$ cat config.mk
export PLATFORM = sky130hd
export DESIGN_NAME = tdm_ram
export DESIGN_NICKNAME = d
export VERILOG_FILES = /design/src/rtl/tdm_ram.sv
export SDC_FILE = /design/constraint.sdc
export NUM_CORES = 1
export LEC_CHECK = 0
export BUFFER_PORTS_ARGS = -buffer_cell sky130_fd_sc_hd__buf_2
export CAP_MARGIN = 20
export CORE_MARGIN = 2
export CORE_UTILIZATION = 54
export DETAILED_ROUTE_END_ITERATION = 10
export PLACE_DENSITY = 0.84
export SLEW_MARGIN = 0
export SYNTH_ARGS = -nofsm -noshare
export SYNTH_HDL_FRONTEND = slang
export SYNTH_SLANG_ARGS = --single-unit
$ cat constraint.sdc
create_clock -name clk -period 1.9 [get_ports clk]
set_clock_uncertainty 0.05 [all_clocks]
set_input_delay 0.38 -clock clk [delete_from_list [all_inputs] [get_ports clk]]
set_output_delay 0.38 -clock clk [all_outputs]
set_load 0.005 [all_outputs]
$ cat src/rtl/tdm_ram.sv
`timescale 1ns / 1ps
`default_nettype none
// ----------------------------------------------------------------------------
// tdm_ram
// Generic single-port synchronous RAM with a registered read.
// ----------------------------------------------------------------------------
module tdm_ram #(
  parameter int WIDTH = 8,
  parameter int DEPTH = 16
) (
  input  wire logic                     clk,
  input  wire logic [$clog2(DEPTH)-1:0] addr,
  input  wire logic                     we,
  input  wire logic [WIDTH-1:0]         wdata,
  output logic      [WIDTH-1:0]         rdata
);

  logic [WIDTH-1:0] mem [DEPTH];

  always_ff @(posedge clk) begin
    if (we) begin
      mem[addr] <= wdata;
    end
    rdata <= mem[addr];
  end

endmodule
`default_nettype wire

== After elaboration in Yosys (flattened, before gate mapping) ==
Memories as Yosys holds them, arrays and structs flattened. A register that Yosys moved wholly into a read port is not among the register bits.
Index checks and enable logic that the tools add are counted.

* Mux-type cells: 2
* Shifts and indexed selects: 0
* Reductions and logical operators: 0
* Bitwise operators: 0
* Equality and inequality tests: 0
* $mul: 0
* Div/mod/pow operators: 0
* $lt $le $gt $ge: 0
* Add/sub/neg operators: 0

{| class="wikitable"
|+ Operators with widths
! kind !! count
|-
| $mux 1 || 2
|}

* Register bits: 0
* Latch bits: 0
* Memory bits (writable): 128
* Memories kept: 1
* ROM bits: 0

{| class="wikitable"
|+ Memory list
! name !! words !! width !! read ports !! clocked after memory_dff !! write ports !! line !! source
|-
| mem || 16 || 8 || 1 || 1 || 1 || 18 || <nowiki>logic [WIDTH-1:0] mem [DEPTH];</nowiki>
|}

== Longest topological paths before layout ==
* Depth in word-level cells: 2
* Gate-level depth with buffers: 5
* Gate-level depth less buffers: 3

== Least setup slack after synthesis ==
No wires, ideal clock.

* Path type: input to register
* Start: input port addr[2]
* End: memory mem[0][0] (enable)
* Stages on the path: 2
* Arrival: 1,490 ps
* Buffers on the path: 0
* Data required time: 1,467 ps
* Path slack: -23 ps
* Setup time: 383 ps
* Path through: or3b_2 -> nor3_1

{| class="wikitable"
|+ RTL lines
! element !! line !! source
|-
| start, declared || 12 || <nowiki>input wire logic [$clog2(DEPTH)-1:0] addr,</nowiki>
|-
| end, declared || 18 ||
|}

Straight into the memory's write port.

==> flow_summary.ini <==
[logic_synthesis]
ys_top_cells_by_count = edfxtp_1 (128), mux4_2 (32), a22oi_1 (16), nor2_1 (13), nand2_1 (9)
ys_async_sr_fraction = 0
netlist.area_leader.share = 0.759
synth-seq-area-share = 0.790
syn_area_sq_um = 5070
synthFlopType = edfxtp_1
synth-seq-cells = 136
synth_area_leaders = edfxtp_1 (76%), mux4_2 (14%), dfxtp_1 (3.2%)
synth_edf_count = 128
post-synth-top-area-cell = edfxtp_1
synth_cells = 230
yosys_warnings = 0
yosysMostFrequentCell = edfxtp_1
syn_avg_cell_area_sq_um = 22.0
synth.distinct_cells = 18
synth_nets = 244

[timing]
fin_setup_tns_ns = 0
max_slew_margin = 0.633
slew_viol_final = 0
setup_violations = 0
hold_viol_final = 0
fin_crit_sh = 0.761
fin_crit_ns = 1.45
fmax_mhz = 692
worst_pin_slew_ns = 0.548
hold_slack_ns = 0.196
grt_setup_unrepaired = false

[place]
gp_congestion = 0.791
io_buffers = 21
placed_area_sq_um = 5490
dp.cells = 375
dp_hpwl_mm = 6.23

[die]
dieWidth_microns = 101
fp.coreArea_sq_um = 9150
start_util = 0.554
die_h_microns = 101
rows = 35
ios = 22
die_area_sq_um = 10200

[grt]
antenna_found_initial = 0
grt_max_degree = 20
track_usage = 0.218
grt_pass1_vias = 2674
grt_pass1_wl_mm = 15.2
overflow = 0

[cts]
h-tree-depth = 4
cts.reportedPaths.clkPinSlew_ns = 0.06
cts_tree = built
clock_latency_ns = 0.53
cts_buffers = 17
cts_root_buf = clkbuf_8
cts_sinks = 136
postCtsSetupRepairBufs = 0
ctsHoldBuffers = 0
cts_resized = 0
clockBufferDepth = 2

[routing]
dr.pass1.iters = 4
wl_per_cell_microns = 24.9
totalWireLength_mm = 10.1
first_iter_violations = 221
drtAntennaViolNets = 0
via_per_inst = 6.06
drc = 0
vias = 2466

[worst_hold_path]
hold_end = mem[5][3]$_DFFE_PP_
hold_depth = 1
worstHoldStart = wdata[3]
hold_class = input port to flop

[power_and_ir_drop]
power.density_nw_per_um2 = 1170
peakVddDrop_mv = 0.733
leakagePower_nw = 2.05
power_mw = 7.14

[final_layout]
syn_to_final_growth_pct = 20.6
layoutNonFillerInstCount = 407
area.sequential_sq_um = 4000
fill_cells = 538
design_area_sq_um = 6110
final_layout_size_suffix_gt1_frac = 0.365
final_nets = 297
num_antenna_cells = 0
multi_input_area_sq_um = 1010

[critical_path]
critPathMaxFanout = 1
r2r_end = rdata[7]$_DFF_P_
reg2reg_slack_ns = 0.45
cp-start-kind = flop
r2r_cells = 3
arrival_ns = 1.80
worstPathRequired_ns = 2.25
critPathKind = flop to flop
r2r-start = mem[11][7]$_DFFE_PP_
critPathCaptureType = flop

[status]
outcome = finished, final reports clean

[run]
drv_cap = 0
[metal layers]
layer | share of wire | GRT usage | routed length (microns) | up-vias
met4 | 0.014 | 0.0927 | 146 | 0
met5 | 0 | 0 | 0 | -
met2 | 0.54 | 0.373 | 5490 | 105
li1 | - | - | - | 1063
met1 | 0.37 | 0.261 | 3790 | 1282
met3 | 0.068 | 0.0583 | 684 | 16
[state kept, by name (all words and copies together), names as in the netlist]
name	cells
rdata	8
mem	128
[through the flow]
stage | utilization | setup slack, ns
6_report | 0.668 | 0.454
5_1_grt | 0.668 | 0.386
4_1_cts | 0.668 | 0.415
3_5_place_dp | 0.599 | 0.0451
3_3_place_gp | 0.599 | 0.0931
2_1_floorplan | - | 0.0319
[report_power, final]
group          internal [mW]  switching [mW]  leakage (nW)
sequential              3.36          0.0239          1.22
combinational          0.146           0.180         0.539
clock                   2.25            1.18         0.291
[placed cells by master, fill, tap and decap left out, types with 3 or more instances in the layout]
cell type,instances
nand2_1,9
edfxtp_1,128
nor3_1,3
buf_4,20
dfxtp_1,8
a22oi_1,16
clkbuf_16,16
bufinv_16,5
mux4_2,32
buf_12,4
buf_2,21
nor2_1,13
clkinvlp_4,4
[worst max-delay path, stage by stage (launching register included)]
cell and delay [ns]:
edfxtp_1 0.38, mux4_2 0.49, a22oi_1 0.32, nand2_1 0.08
[worst max path at each step]
stage / startpoint / end / cells past startpoint / slack, ns
global placement: addr[0] / rdata[7]$_DFF_P_ / 5 / 0.09
global route: mem[11][7]$_DFFE_PP_ / rdata[7]$_DFF_P_ / 3 / 0.39
finish: mem[11][7]$_DFFE_PP_ / rdata[7]$_DFF_P_ / 3 / 0.45
detailed placement: addr[0] / rdata[7]$_DFF_P_ / 5 / 0.05
CTS: mem[11][7]$_DFFE_PP_ / rdata[7]$_DFF_P_ / 3 / 0.42
floorplan: addr[1] / mem[12][0]$_DFFE_PP_ / 3 / 0.03
[cell type report]
class                   instances  area share
flip-flops and latches        136       0.655
multi-input cells              83       0.165
repair buffers                 45      0.0549
clock inverters                13      0.0332
clock buffers                  19      0.0690
well taps                     111      0.0227
[cell families (layout without fill, tap and decap cells)]
| family | after synthesis | after routing | share of synthesized area |
|---|---|---|---|
| AO/OA/AOI/OAI | 16 | 16 | 0.0237 |
| flip-flops | 136 | 136 | 0.790 |
| AND/OR/NAND/NOR | 35 | 35 | 0.0321 |
| multiplexers | 32 | 32 | 0.142 |
| buffers and inverters | 11 | 77 | 0.0119 |
(Power assumes the default switching activity.)
