**src/rtl/tdm_pkg.sv**
```systemverilog
`timescale 1ns / 1ps
`default_nettype none
// ----------------------------------------------------------------------------
// tdm_pkg
// Shared constants, types and elaboration helpers of the two-level tag store.
// ----------------------------------------------------------------------------
package tdm_pkg;

  localparam int ADDR_W = 64;
  localparam int CNT_W  = 32;

  // access kind codes
  localparam logic FUNC_INST = 1'b0;
  localparam logic FUNC_DATA = 1'b1;

  // outcome of one lookup, handed to the statistics block
  typedef struct packed {
    logic fire;
    logic is_data;
    logic l1_hit;
    logic l2_checked;
    logic l2_hit;
  } tdm_event_t;

  // largest n with 2**n <= v; a set count that is not a power of two rounds down
  function automatic int floor_log2(input longint unsigned v);
    int n;
    n = 0;
    for (int b = 1; b < 64; b++) begin
      if (v >= (64'd1 << b)) n = b;
    end
    return n;
  endfunction

endpackage
`default_nettype wire

```
**src/rtl/tdm_stats.sv**
```systemverilog
`timescale 1ns / 1ps
`default_nettype none
// ----------------------------------------------------------------------------
// tdm_stats
// Hit and miss counters, and the registered result strobe with its totals.
// ----------------------------------------------------------------------------
module tdm_stats (
  input  wire logic                         clk,
  input  wire logic                         rst_n,
  input  wire tdm_pkg::tdm_event_t          ev,
  output logic                              out_valid,
  output logic                              out_l1_hit,
  output logic                              out_l2_checked,
  output logic                              out_l2_hit,
  output logic [tdm_pkg::CNT_W-1:0]         out_l1_hit_total,
  output logic [tdm_pkg::CNT_W-1:0]         out_l1_miss_total,
  output logic [tdm_pkg::CNT_W-1:0]         out_l2_hit_total,
  output logic [tdm_pkg::CNT_W-1:0]         out_l2_miss_total,
  output logic [tdm_pkg::CNT_W-1:0]         out_access_total
);

  logic [tdm_pkg::CNT_W-1:0] i_hit_r, i_miss_r, d_hit_r, d_miss_r;
  logic [tdm_pkg::CNT_W-1:0] l2_hit_r, l2_miss_r, acc_r;
  logic [tdm_pkg::CNT_W-1:0] i_hit_nxt, i_miss_nxt, d_hit_nxt, d_miss_nxt;
  logic [tdm_pkg::CNT_W-1:0] l2_hit_nxt, l2_miss_nxt, acc_nxt;
  logic                      is_i, is_d;

  assign is_d = ev.is_data == tdm_pkg::FUNC_DATA;
  assign is_i = !is_d;

  always_comb begin
    i_hit_nxt   = i_hit_r   + {{(tdm_pkg::CNT_W-1){1'b0}}, is_i && ev.l1_hit};
    i_miss_nxt  = i_miss_r  + {{(tdm_pkg::CNT_W-1){1'b0}}, is_i && !ev.l1_hit};
    d_hit_nxt   = d_hit_r   + {{(tdm_pkg::CNT_W-1){1'b0}}, is_d && ev.l1_hit};
    d_miss_nxt  = d_miss_r  + {{(tdm_pkg::CNT_W-1){1'b0}}, is_d && !ev.l1_hit};
    l2_hit_nxt  = l2_hit_r  + {{(tdm_pkg::CNT_W-1){1'b0}}, ev.l2_checked && ev.l2_hit};
    l2_miss_nxt = l2_miss_r + {{(tdm_pkg::CNT_W-1){1'b0}}, ev.l2_checked && !ev.l2_hit};
    acc_nxt     = acc_r + {{(tdm_pkg::CNT_W-1){1'b0}}, 1'b1};
  end

  always_ff @(posedge clk) begin
    if (!rst_n) begin
      i_hit_r   <= '0;
      i_miss_r  <= '0;
      d_hit_r   <= '0;
      d_miss_r  <= '0;
      l2_hit_r  <= '0;
      l2_miss_r <= '0;
      acc_r     <= '0;
      out_valid <= 1'b0;
    end else begin
      out_valid <= ev.fire;
      if (ev.fire) begin
        i_hit_r   <= i_hit_nxt;
        i_miss_r  <= i_miss_nxt;
        d_hit_r   <= d_hit_nxt;
        d_miss_r  <= d_miss_nxt;
        l2_hit_r  <= l2_hit_nxt;
        l2_miss_r <= l2_miss_nxt;
        acc_r     <= acc_nxt;
      end
    end
  end

  // result payload: totals after this transaction
  always_ff @(posedge clk) begin
    if (ev.fire) begin
      out_l1_hit        <= ev.l1_hit;
      out_l2_checked    <= ev.l2_checked;
      out_l2_hit        <= ev.l2_hit;
      out_l1_hit_total  <= is_d ? d_hit_nxt : i_hit_nxt;
      out_l1_miss_total <= is_d ? d_miss_nxt : i_miss_nxt;
      out_l2_hit_total  <= l2_hit_nxt;
      out_l2_miss_total <= l2_miss_nxt;
      out_access_total  <= acc_nxt;
    end
  end

endmodule
`default_nettype wire

```
**config.mk**
```make
export PLATFORM = sky130hd
export DESIGN_NAME = tdm_stats
export DESIGN_NICKNAME = d
export VERILOG_FILES = /design/src/rtl/tdm_pkg.sv /design/src/rtl/tdm_stats.sv
export SDC_FILE = /design/constraint.sdc
export NUM_CORES = 1
export LEC_CHECK = 0
export ABC_AREA = 1
export BUFFER_PORTS_ARGS = -buffer_cell sky130_fd_sc_hd__buf_4
export CAP_MARGIN = 10
export CORE_MARGIN = 3
export CORE_UTILIZATION = 60
export DETAILED_ROUTE_END_ITERATION = 8
export PLACE_DENSITY = 0.8
export SLEW_MARGIN = 40
export SYNTH_ARGS = -nofsm -noshare
export SYNTH_HDL_FRONTEND = slang
export SYNTH_SLANG_ARGS = --single-unit
```
**constraint.sdc**
```tcl
create_clock -name clk -period 3 [get_ports clk]
set_input_delay 0.6 -clock clk [delete_from_list [all_inputs] [get_ports clk]]
set_output_delay 0.6 -clock clk [all_outputs]
set_load 0.005 [all_outputs]
```
[Word level (Yosys, flattened, before mapping)]
Cells that the tools add are included.
Word-level totals
  flip-flop bits (word level): 388
  input port bits: 7
  output and inout port bits: 164
  word-level logic and storage cells: 34
Operators by class
  add/sub/neg operators: 7
  multiplexer cells: 2
  reductions and logical operators: 9
Operators with widths (count)
  adder 32 x 1 -> 32 bit: 6
  2-to-1 mux 32 bit: 2
  adder 32 x 1 -> 32 bit, second input constant: 1
  logical AND 1 bit: 6
  logical NOT 1 bit: 3

[Depth between registers and ports, before layout]
Gate-level depths: netlist (run 1).
  depth in word-level cells: 4
  depth in mapped cells: 16
  depth with buffers taken out: 13

[Least setup slack after synthesis (run 1)]
No wires, ideal clock.
  path type: input to register
  start point: input port ev[3] (netlist bit)
  end point: register out_l1_miss_total[18] (netlist bit), data pin
  setup time: 0.255 ns
  arrival time: 2.424 ns
  data required time: 2.745 ns
  setup slack: 0.321 ns
  stages on the path: 13
  path buffers: 3
  cell sequence: buf_2 clkinv_1 buf_2 buf_2 nor2_1 ha_1 ha_1 nand2_1 nor2_4 nand3_1 o21ai_1 nand3_1 and2_1
On the way
  longest elaborated chain between the ends: 4
  elaborated cells on any way between the ends: 6
  those cells by class: add/sub: 2; mux: 1; reduce/logical: 3
Ends and longest elaborated chain
  from (decl): RTL line tdm_stats.sv:10  | input wire tdm_pkg::tdm_event_t ev,
  logical NOT 1 bit: RTL line tdm_stats.sv:29  | assign is_i = !is_d;
  logical AND 1 bit: RTL line tdm_stats.sv:33  | i_miss_nxt = i_miss_r + {{(tdm_pkg::CNT_W-1){1'b0}}, is_i && !ev.l1_hit};
  adder 32 x 1 -> 32 bit: RTL line tdm_stats.sv:33
  2-to-1 mux 32 bit *: RTL line tdm_stats.sv:72  | out_l1_miss_total <= is_d ? d_miss_nxt : i_miss_nxt;
  to (signal assigned): RTL line tdm_stats.sv:72
  to (decl): RTL line tdm_stats.sv:16  | output logic [tdm_pkg::CNT_W-1:0] out_l1_miss_total,
Every way passes the cells marked *; elsewhere a longest branch is shown, timed or not.
A chain may end at the register's enable or synchronous reset.

[Final worst setup path (run 1)]
  start point: input port ev[3] (netlist bit)
  end point: register out_l1_hit_total[10] (netlist bit), data pin
On the way
  longest elaborated chain between the ends: 4
  elaborated cells on any way between the ends: 6
  those cells by class: add/sub: 2; mux: 1; reduce/logical: 3
Ends and longest elaborated chain
  logical NOT 1 bit: RTL line tdm_stats.sv:29
  logical AND 1 bit: RTL line tdm_stats.sv:32  | i_hit_nxt = i_hit_r + {{(tdm_pkg::CNT_W-1){1'b0}}, is_i && ev.l1_hit};
  adder 32 x 1 -> 32 bit: RTL line tdm_stats.sv:32
  2-to-1 mux 32 bit *: RTL line tdm_stats.sv:71  | out_l1_hit_total <= is_d ? d_hit_nxt : i_hit_nxt;
  to (signal assigned): RTL line tdm_stats.sv:71
  to (decl): RTL line tdm_stats.sv:15  | output logic [tdm_pkg::CNT_W-1:0] out_l1_hit_total,
Marks and branches as above.

==> results of run 1 <==
cells in the final DEF (no fill, tap or decap), types with 2 or more instances in the layout:
cell type / synthesis / routed
nand2_1: 997 / 997
inv_1: 468 / 467
nor2_1: 328 / 328
nand3_1: 239 / 239
dfxtp_1: 225 / 225
a21oi_1: 187 / 187
buf_4: 1 / 178
edfxtp_1: 163 / 163
o21ai_0: 127 / 127
xor2_1: 55 / 55
clkbuf_16: 0 / 41
nor2_4: 31 / 31
nor2_2: 29 / 29
o21ai_1: 19 / 19
ha_1: 17 / 17
nand2_2: 15 / 15
o21a_1: 12 / 12
clkbuf_1: 30 / 12
clkbuf_8: 0 / 9
and2_1: 8 / 8
clkinv_2: 0 / 6
buf_12: 0 / 6
xnor2_1: 5 / 5
inv_2: 4 / 4
nand2_4: 4 / 4
bufinv_16: 0 / 4
nand3b_1: 3 / 3
inv_6: 0 / 3
nor2_8: 2 / 2
xor2_2: 2 / 2
cell families after synthesis:
logic type	Yosys count	share of synthesized area
AND/OR/NAND/NOR	1657	0.330
buffers and inverters	561	0.103
flip-flops	388	0.446
AO/OA/AOI/OAI	345	0.0834
XOR/XNOR	62	0.0265
adder cells (fa/ha/maj)	17	0.0101
multiplexers	1	0.000475
critical path, cell delays in order:
cell      delay, ps
buf_4           170
nor2_1          200
ha_1            230
ha_1            200
nand2_1         110
nor2_4          200
nand3b_1        170
xor2_1          310
mux2i_1         180
area by class of cell:
type / instances / share of cell area
sequential: 388 / 0.390
inverter: 473 / 0.0742
tap: 448 / 0.0233
timing repair buffer: 185 / 0.0611
clock buffer: 62 / 0.0496
clock inverter: 13 / 0.00732
multi-input combinational: 2082 / 0.394
power by group:
part	switching, W	internal, W	leakage, nW
clock network	0.00210	0.00310	0.677
logic	0.000807	0.000511	7.18
registers	0.000271	0.00589	3.53
total	0.00317	0.00950	11.4
through the flow:
stage / cells / hold slack [ps] / utilization / setup WS (ps) / area, um^2
2_1_floorplan: 3031 / 469 / - / 321 / 21100
3_3_place_gp: 3576 / 481 / 0.667 / 444 / 22700
3_5_place_dp: 3576 / 529 / 0.667 / 357 / 22700
4_1_cts: 3651 / 246 / 0.708 / 915 / 24100
5_1_grt: 3651 / 248 / 0.708 / 747 / 24100
6_report: 3651 / 261 / 0.708 / 893 / 24100
worst paths after layout:
| check | end | cells past startpoint | slack (ps) | startpoint |
|---|---|---|---|---|
| worst min register to register | l2_miss_r[0] | 2 | 540 | l2_miss_r[0] |
| worst max-delay path | out_l1_hit_total[10] | 9 | 890 | ev[3] |
| worst min-delay path | out_l2_hit | 1 | 260 | ev[0] |
| worst max register to register | out_l1_hit_total[10] | 7 | 1000 | i_hit_r[0] |
layer usage:
| metal | global-route usage | vias up |
|---|---|---|
| li1 | - | 9721 |
| met1 | 0.368 | 8980 |
| met2 | 0.487 | 753 |
| met3 | 0.0428 | 137 |
| met4 | 0.107 | 0 |
| met5 | 0 | - |
==> reports/metrics.csv, run 1 <==
metric,value,unit
status,finished clean,
finalSetupTns,0,ps
initial_utilization,0.619,
synth-edff-count,163,
syn_inst,3031,
die-area,0.0374,mm^2
rows,67,
cts_setup_buffers,0,
dieWidth,193,um
cts_resized,0,
min_path_type,in -> reg,
grt_overflow_total,0,
synth_area_leaders,"edfxtp_1 23%, dfxtp_1 21%, nand2_1 18%, inv_1 8.3%, nor2_1 5.8%",
worstPathArrival,2360,ps
rsz0062_at_grt,false,
critPathLaunchType,primary input,
crit_fanout,12,
synthMostInstantiatedCell,nand2_1,
via_per_inst,5.37,
post_drt_wl_per_cell,14.9,um
top_layer,met4,
grt_max_degree,165,
place_congestion,0.921,
ys_warn_count,0,
relSlewSlack,0.376,
ant_nets,0,
cts-root-buf,clkbuf_16,
path_clk_slew,60,ps
synth_common_cells,"997 x nand2_1, 468 x inv_1, 328 x nor2_1, 239 x nand3_1, 225 x dfxtp_1",
synth-seq-area-share,0.446,
cts_buffer_depth,3,
first_pass_iters,6,
drt-met1-wl,22600,um
hpwl,38300,um
numPortBuffers,170,
grt_antenna_before_repair,0,
worstMarginPinSlew,936,ps
vias,19600,
worstSkewPairLatency,540,ps
nFillCells,2825,
met2_length,25700,um
synth_top_area_frac,0.232,
skew,12.0,ps
drive_gt1_frac,0.105,
routed_wl,54300,um
syn_area,0.0211,mm^2
cts_tree,done,
p_leak,11.4,nW
hold_viol_final,0,
drv_cap,0,
endpoint_kind,flop,
syn_nets,3055,
synth_seq_cells,388,
crit_required,3250,ps
multi_input_area,0.00950,mm^2
total_power,0.0127,W
die_h,193,um
cts_hold_buf,0,
finalCritPeriodShare,0.702,
setup_viol,0,
htreeDepth,2,
cts_sinks,388,
clock.fmax,475,MHz
yosysTopAreaCell,edfxtp_1,
power_density,526,mW/mm^2
grt_pass1_vias,18900,
cts_buffers,41,
core_area,0.0340,mm^2
path_class,in -> reg,
areaGrowthSynthToFinish,14.4,%
ys_async_sr_fraction,0,
netlist-cell-type-count,29,
post_synth.cell_area_avg,6.95,um^2
drtIter0Drc,1495,
drv_slew,0,
nets,3195,
grt_util_all_layers,0.285,
antenna_cells,0,
num_io_pins,171,
register_area,0.00940,mm^2
wl_met3,4000,um
drc,0,
grt_pass1_wl,90300,um
synth_top_flop_cell,dfxtp_1,
vdd_drop_max,0.000462,V
post-route-min-period,2110,ps
No activity file was read; power rests on OpenSTA's default activity.
==> run 2, diff against run 1 <==
CORE_UTILIZATION = 55   (was 60)
PLACE_DENSITY = 0.77   (was 0.8)
clock period = 1.7 ns   (was 3 ns; I/O delays follow)
==> reports/metrics.csv, run 2 (same netlist as run 1, synthesis figures left out) <==
metric,value,unit,change
status,"finished, violations left",,
violations,setup timing,,
areaGrowthSynthToFinish,25.8,%,
antenna_cells,0,,unchanged
holdPathEnd,out_l1_hit,,
p_leak,12.6,nW,+11%
numPortBuffers,170,,unchanged
cts_buffer_depth,3,,unchanged
cts_tree,done,,
rows,71,,+6.0%
hold_viol_final,0,,unchanged
drv_cap,0,,unchanged
crit_fanout,5,,-7
fin_ws,-128,ps,-1020 ps
setup_viol,32,,+32
vdd_drop_max,0.000673,V,+46%
initial_utilization,0.559,,-0.0597
skew,14.5,ps,+2.55 ps
relSlewSlack,0.676,,+0.300
die_h,202,um,+4.3%
mostFrequentLayoutCell,nand2_1,,
swShare,0.255,,+0.00493
ant_nets,0,,unchanged
drc,0,,unchanged
worstMarginPinSlew,486,ps,-450 ps
drv_slew,0,,unchanged
worstPathArrival,2140,ps,-220 ps
place_congestion,0.933,,+1.3%
p_int,0.0174,W,+83%
r2r-start,i_hit_r[0],,
comb_power_share,0.111,,+0.007
post_drt_wl_per_cell,15.2,um,+2.0%
worstHoldStart,ev[2],,
rsz0062_at_grt,true,,
dieWidth,202,um,+4.3%
total_power,0.0233,W,+84%
finalCritPeriodShare,1.08,,
critPathLaunchType,flop,,
core_area,0.0377,mm^2,+11%
drtIter0Drc,1661,,+11%
r2r_setup_slack,-130,ps,-1130 ps
endpoint_kind,flop,,
worstSkewPairLatency,580,ps,+40 ps
via_per_inst,5.27,,-1.8%
first_pass_iters,7,,+1
post-route-min-period,1830,ps,
power_density,881,mW/mm^2,+67%
grt_util_all_layers,0.274,,-0.0113
htreeDepth,2,,unchanged
vias,20200,,+3.4%
cts_buffers,42,,+2.4%
ff2ff_path_depth,8,,+1
grt_pass1_wl,92100,um,+2.0%
grt_overflow_total,0,,unchanged
routed_wl,58200,um,+7.3%
path_class,reg -> reg,,
min_path_type,in -> reg,,
clock.fmax,547,MHz,
hpwl,40400,um,+5.5%
nets,3320,,+3.9%
p_switching,0.00596,W,+88%
grt_pass1_vias,19100,,+0.77%
grt_antenna_before_repair,1,,+1
min_delay_path_depth,1,,unchanged
drive_gt1_frac,0.209,,+0.104
crit_required,2010,ps,-1240 ps
grt_max_degree,95,,-42%
p_seq_frac,0.467,,-0.019
clockPowerShare,0.421,,+0.011
layout_common_cells,"924 x nand2_1, 462 x inv_1, 277 x nor2_1",,
place_ws,-524,ps,-880 ps
cts_sinks,388,,unchanged
die-area,0.0407,mm^2,+8.8%
path_clk_slew,60,ps,about the same
reg2reg_to,out_l1_hit_total[10],,
num_io_pins,171,,unchanged
cts-root-buf,clkbuf_16,,
run 2: cell count changes in the layout (fill, tap and decap cells not counted), sizes merged:
cell	delta
bufinv	+3
buf	+122
clkinv	+9
dlygate4sd3	+2
clkinvlp	+2
clkbuf	-11
run 2: through the flow:
| stage | hold WS, ps | instances | utilization | cell area [um^2] | setup TNS (ps) |
|---|---|---|---|---|---|
| 2_1_floorplan | 439 | 3031 | - | 21400 | -17800 |
| 3_3_place_gp | 483 | 3724 | 0.632 | 23800 | -46580 |
| 3_5_place_dp | 533 | 3724 | 0.632 | 23800 | -59070 |
| 4_1_cts | 43.0 | 3811 | 0.678 | 25500 | -476 |
| 5_1_grt | 64.2 | 3841 | 0.703 | 26500 | -6820 |
| 6_report | 76.8 | 3841 | 0.703 | 26500 | -1300 |
run 2: worst max-delay path by stage:
stage / from / to / slack [ps] / depth (start not counted)
5_1_grt: i_hit_r[0] / out_l1_hit_total[10] / -210 / 8
6_report: i_hit_r[0] / out_l1_hit_total[10] / -130 / 8
3_5_place_dp: ev[2] / out_l1_hit_total[24] / -520 / 14
2_1_floorplan: ev[3] / out_l1_miss_total[18] / -390 / 13
4_1_cts: i_hit_r[0] / out_l1_hit_total[18] / -50 / 10
3_3_place_gp: ev[2] / out_l1_hit_total[28] / -420 / 14
run 2: repair_timing:
| item | in CTS | in global routing |
|---|---|---|
| gates resized for setup | 45 | 237 |
| buffers inserted | 7 | 31 |
| setup endpoints to repair | 89 | 160 |
| hold endpoints to repair | 2 | 0 |
| pin swaps | 30 | 86 |
| hold buffers | 2 | 0 |
| cloned | 0 | 0 |
run 2: layout make-up:
type                       instances  area [um^2]
clock buffer                      51         1150
clock inverter                    27          338
fill                            3016        11200
inverter                         473         1800
multi-input combinational       2082        10500
sequential                       388         9460
tap                              511          639
timing repair buffer             309         2570
run 2: power groups by stage:
stage / clock network (W) / logic, W / registers [W]
after global routing: 0.0103 / 0.00291 / 0.0110
after global placement: 0 / 0.00237 / 0.0110
after detailed placement: 0 / 0.00247 / 0.0111
final: 0.00983 / 0.00260 / 0.0109
after CTS: 0.00997 / 0.00251 / 0.0109
after floorplan: 0 / 0.00143 / 0.0109
run 2: worst max-delay path, stage by stage (launching register included):
cell and delay (ps):
dfxtp_2 360, ha_4 150, ha_4 140, nand2_4 60
nor2_4 230, nand3b_1 170, buf_6 170, xor2_2 160
mux2i_1 100
run 2: per-layer routing:
metal,wire [um],global-route usage,vias up,part of all wire
met5,13,0,-,0.00022
met4,2110,0.110,2,0.036
met3,3810,0.0328,144,0.065
met2,28000,0.464,703,0.48
met1,24300,0.359,9418,0.42
li1,-,-,9981,-
==> run 3, diff against run 2 <==
REMOVE_ABC_BUFFERS = 1   (was default)
clock period = 1.6 ns   (was 1.7 ns; I/O delays follow)
==> reports/metrics.csv, run 3 (same netlist as run 1, synthesis figures left out) <==
metric,value,unit,change
cts_buffers,45,,+7.1%
dieWidth,202,um,unchanged
via_per_inst,5.37,,+1.8%
drtIter0Drc,1714,,+3.2%
rows,71,,unchanged
die_h,202,um,unchanged
fin_util,0.742,,+0.0382
post_drt_wl_per_cell,16.1,um,+6.3%
finalCritPeriodShare,1.15,,+0.0732
grt_antenna_before_repair,1,,unchanged
power_density,913,mW/mm^2,+3.6%
first_pass_iters,6,,-1
crit_required,1930,ps,-80 ps
cts_sinks,388,,unchanged
drv_cap,0,,unchanged
critPathLaunchType,flop,,
relSlewSlack,0.406,,-0.270
skew,16.4,ps,+1.84 ps
worstMarginPinSlew,891,ps,+405 ps
worstSkewPairLatency,580,ps,about the same
layout_common_cells,"843 x nand2_1, 462 x inv_1, 290 x buf_4",,
nets,3378,,+1.7%
setup_viol,135,,+320%
numPortBuffers,170,,unchanged
post-route-min-period,1840,ps,+9.56 ps
routed_wl,62900,um,+8.0%
cts-root-buf,clkbuf_16,,
hold_viol_final,0,,unchanged
grt_util_all_layers,0.280,,+0.00657
holdWs,63.5,ps,-13.3 ps
path_clk_slew,60,ps,about the same
fin_ws,-237,ps,-110 ps
grt_pass1_wl,94700,um,+2.9%
crit_fanout,5,,unchanged
vdd_drop_max,0.000600,V,-11%
hpwl,40100,um,-0.78%
worstPathArrival,2170,ps,+30 ps
grt_max_degree,81,,-15%
grt_pass1_vias,19800,,+4.0%
num_io_pins,171,,unchanged
rsz0062_at_grt,true,,
cts_tree,done,,
areaGrowthSynthToFinish,32.6,%,
cts_buffer_depth,3,,unchanged
status,"finished, violations left",,
place_congestion,0.907,,-2.8%
initial_utilization,0.559,,unchanged
mostFrequentLayoutCell,nand2_1,,
drc,0,,unchanged
htreeDepth,2,,unchanged
clock.fmax,544,MHz,-0.52%
drive_gt1_frac,0.269,,+0.0600
drv_slew,0,,unchanged
p_leak,13.1,nW,+4.4%
path_class,reg -> reg,,
endpoint_kind,flop,,
ant_nets,0,,unchanged
violations,setup timing,,
min_path_type,in -> reg,,
vias,20900,,+3.4%
die-area,0.0407,mm^2,unchanged
grt_overflow_total,0,,unchanged
core_area,0.0377,mm^2,unchanged
==> run 3: cell types whose count changed in the layout (fill, tap and decap cells not counted), sizes merged <==
cell,before,now
clkinvlp,2,1
clkbuf,51,53
clkinv,16,20
inv,475,474
buf,307,362
bufinv,7,8
diode,0,1
==> run 3: layout make-up <==
class                           count  area (um^2)
Antenna cell                        1         2.50
Clock buffer                       53         1180
Clock inverter                     30          383
Fill cell                        2790         9730
Inverter                          473         1790
Multi-Input combinational cell   2082        11200
Sequential cell                   388         9490
Tap cell                          511          639
Timing Repair Buffer              364         3240
==> run 3: through the flow <==
stage               TNS [ps]  std cells  power [W]  instance area [um^2]  setup WS [ps]
floorplan            -479160       2943     0.0130                 20700          -2090
global placement      -68910       3746     0.0142                 23800           -557
detailed placement    -82200       3746     0.0144                 23800           -632
CTS                    -4720       3865     0.0253                 26400           -194
global route          -25110       3902     0.0264                 27900           -306
finish                -11260       3902     0.0255                 27900           -237
==> run 3: worst max-delay path: stages (launching register included) <==
cell     delay (ps)
dfxtp_2         350
ha_4            150
ha_4            140
nand2_4          60
nor2_4          190
buf_12          160
nand2_8          60
nor2_4          140
nand2_1          80
nand2_2          70
nand2_1          70
nand2_2          80
nand2_2          50
==> run 3: where the power goes <==
group | internal (W) | total, W | switching [W]
Sequential | 0.0111 | 0.0116 | 0.000560
Combinational | 0.00125 | 0.00301 | 0.00176
Clock | 0.00658 | 0.0109 | 0.00430
Total | 0.0189 | 0.0255 | 0.00661
==> run 3: metal layers <==
| metal | share of wire | global-route usage |
|---|---|---|
| met1 | 0.39 | 0.356 |
| met2 | 0.49 | 0.488 |
| met3 | 0.074 | 0.0393 |
| met4 | 0.039 | 0.104 |
| met5 | 0 | 0 |
==> run 3: final timing paths <==
check,start,slack (ps),cells after the start,to
min,ev[2],60,2,out_l1_hit
max reg2reg,d_hit_r[0],-240,12,out_l1_hit_total[30]
max,d_hit_r[0],-240,12,out_l1_hit_total[30]
min reg2reg,acc_r[1],540,2,acc_r[1]
==> run 3: what timing repair did <==
action	4_1_cts	5_1_grt
setup endpoints to repair	187	255
hold buffers	2	0
pin swaps	91	163
gates cloned	0	0
hold endpoints to repair	2	0
buffers inserted	38	47
gates resized for setup	226	379
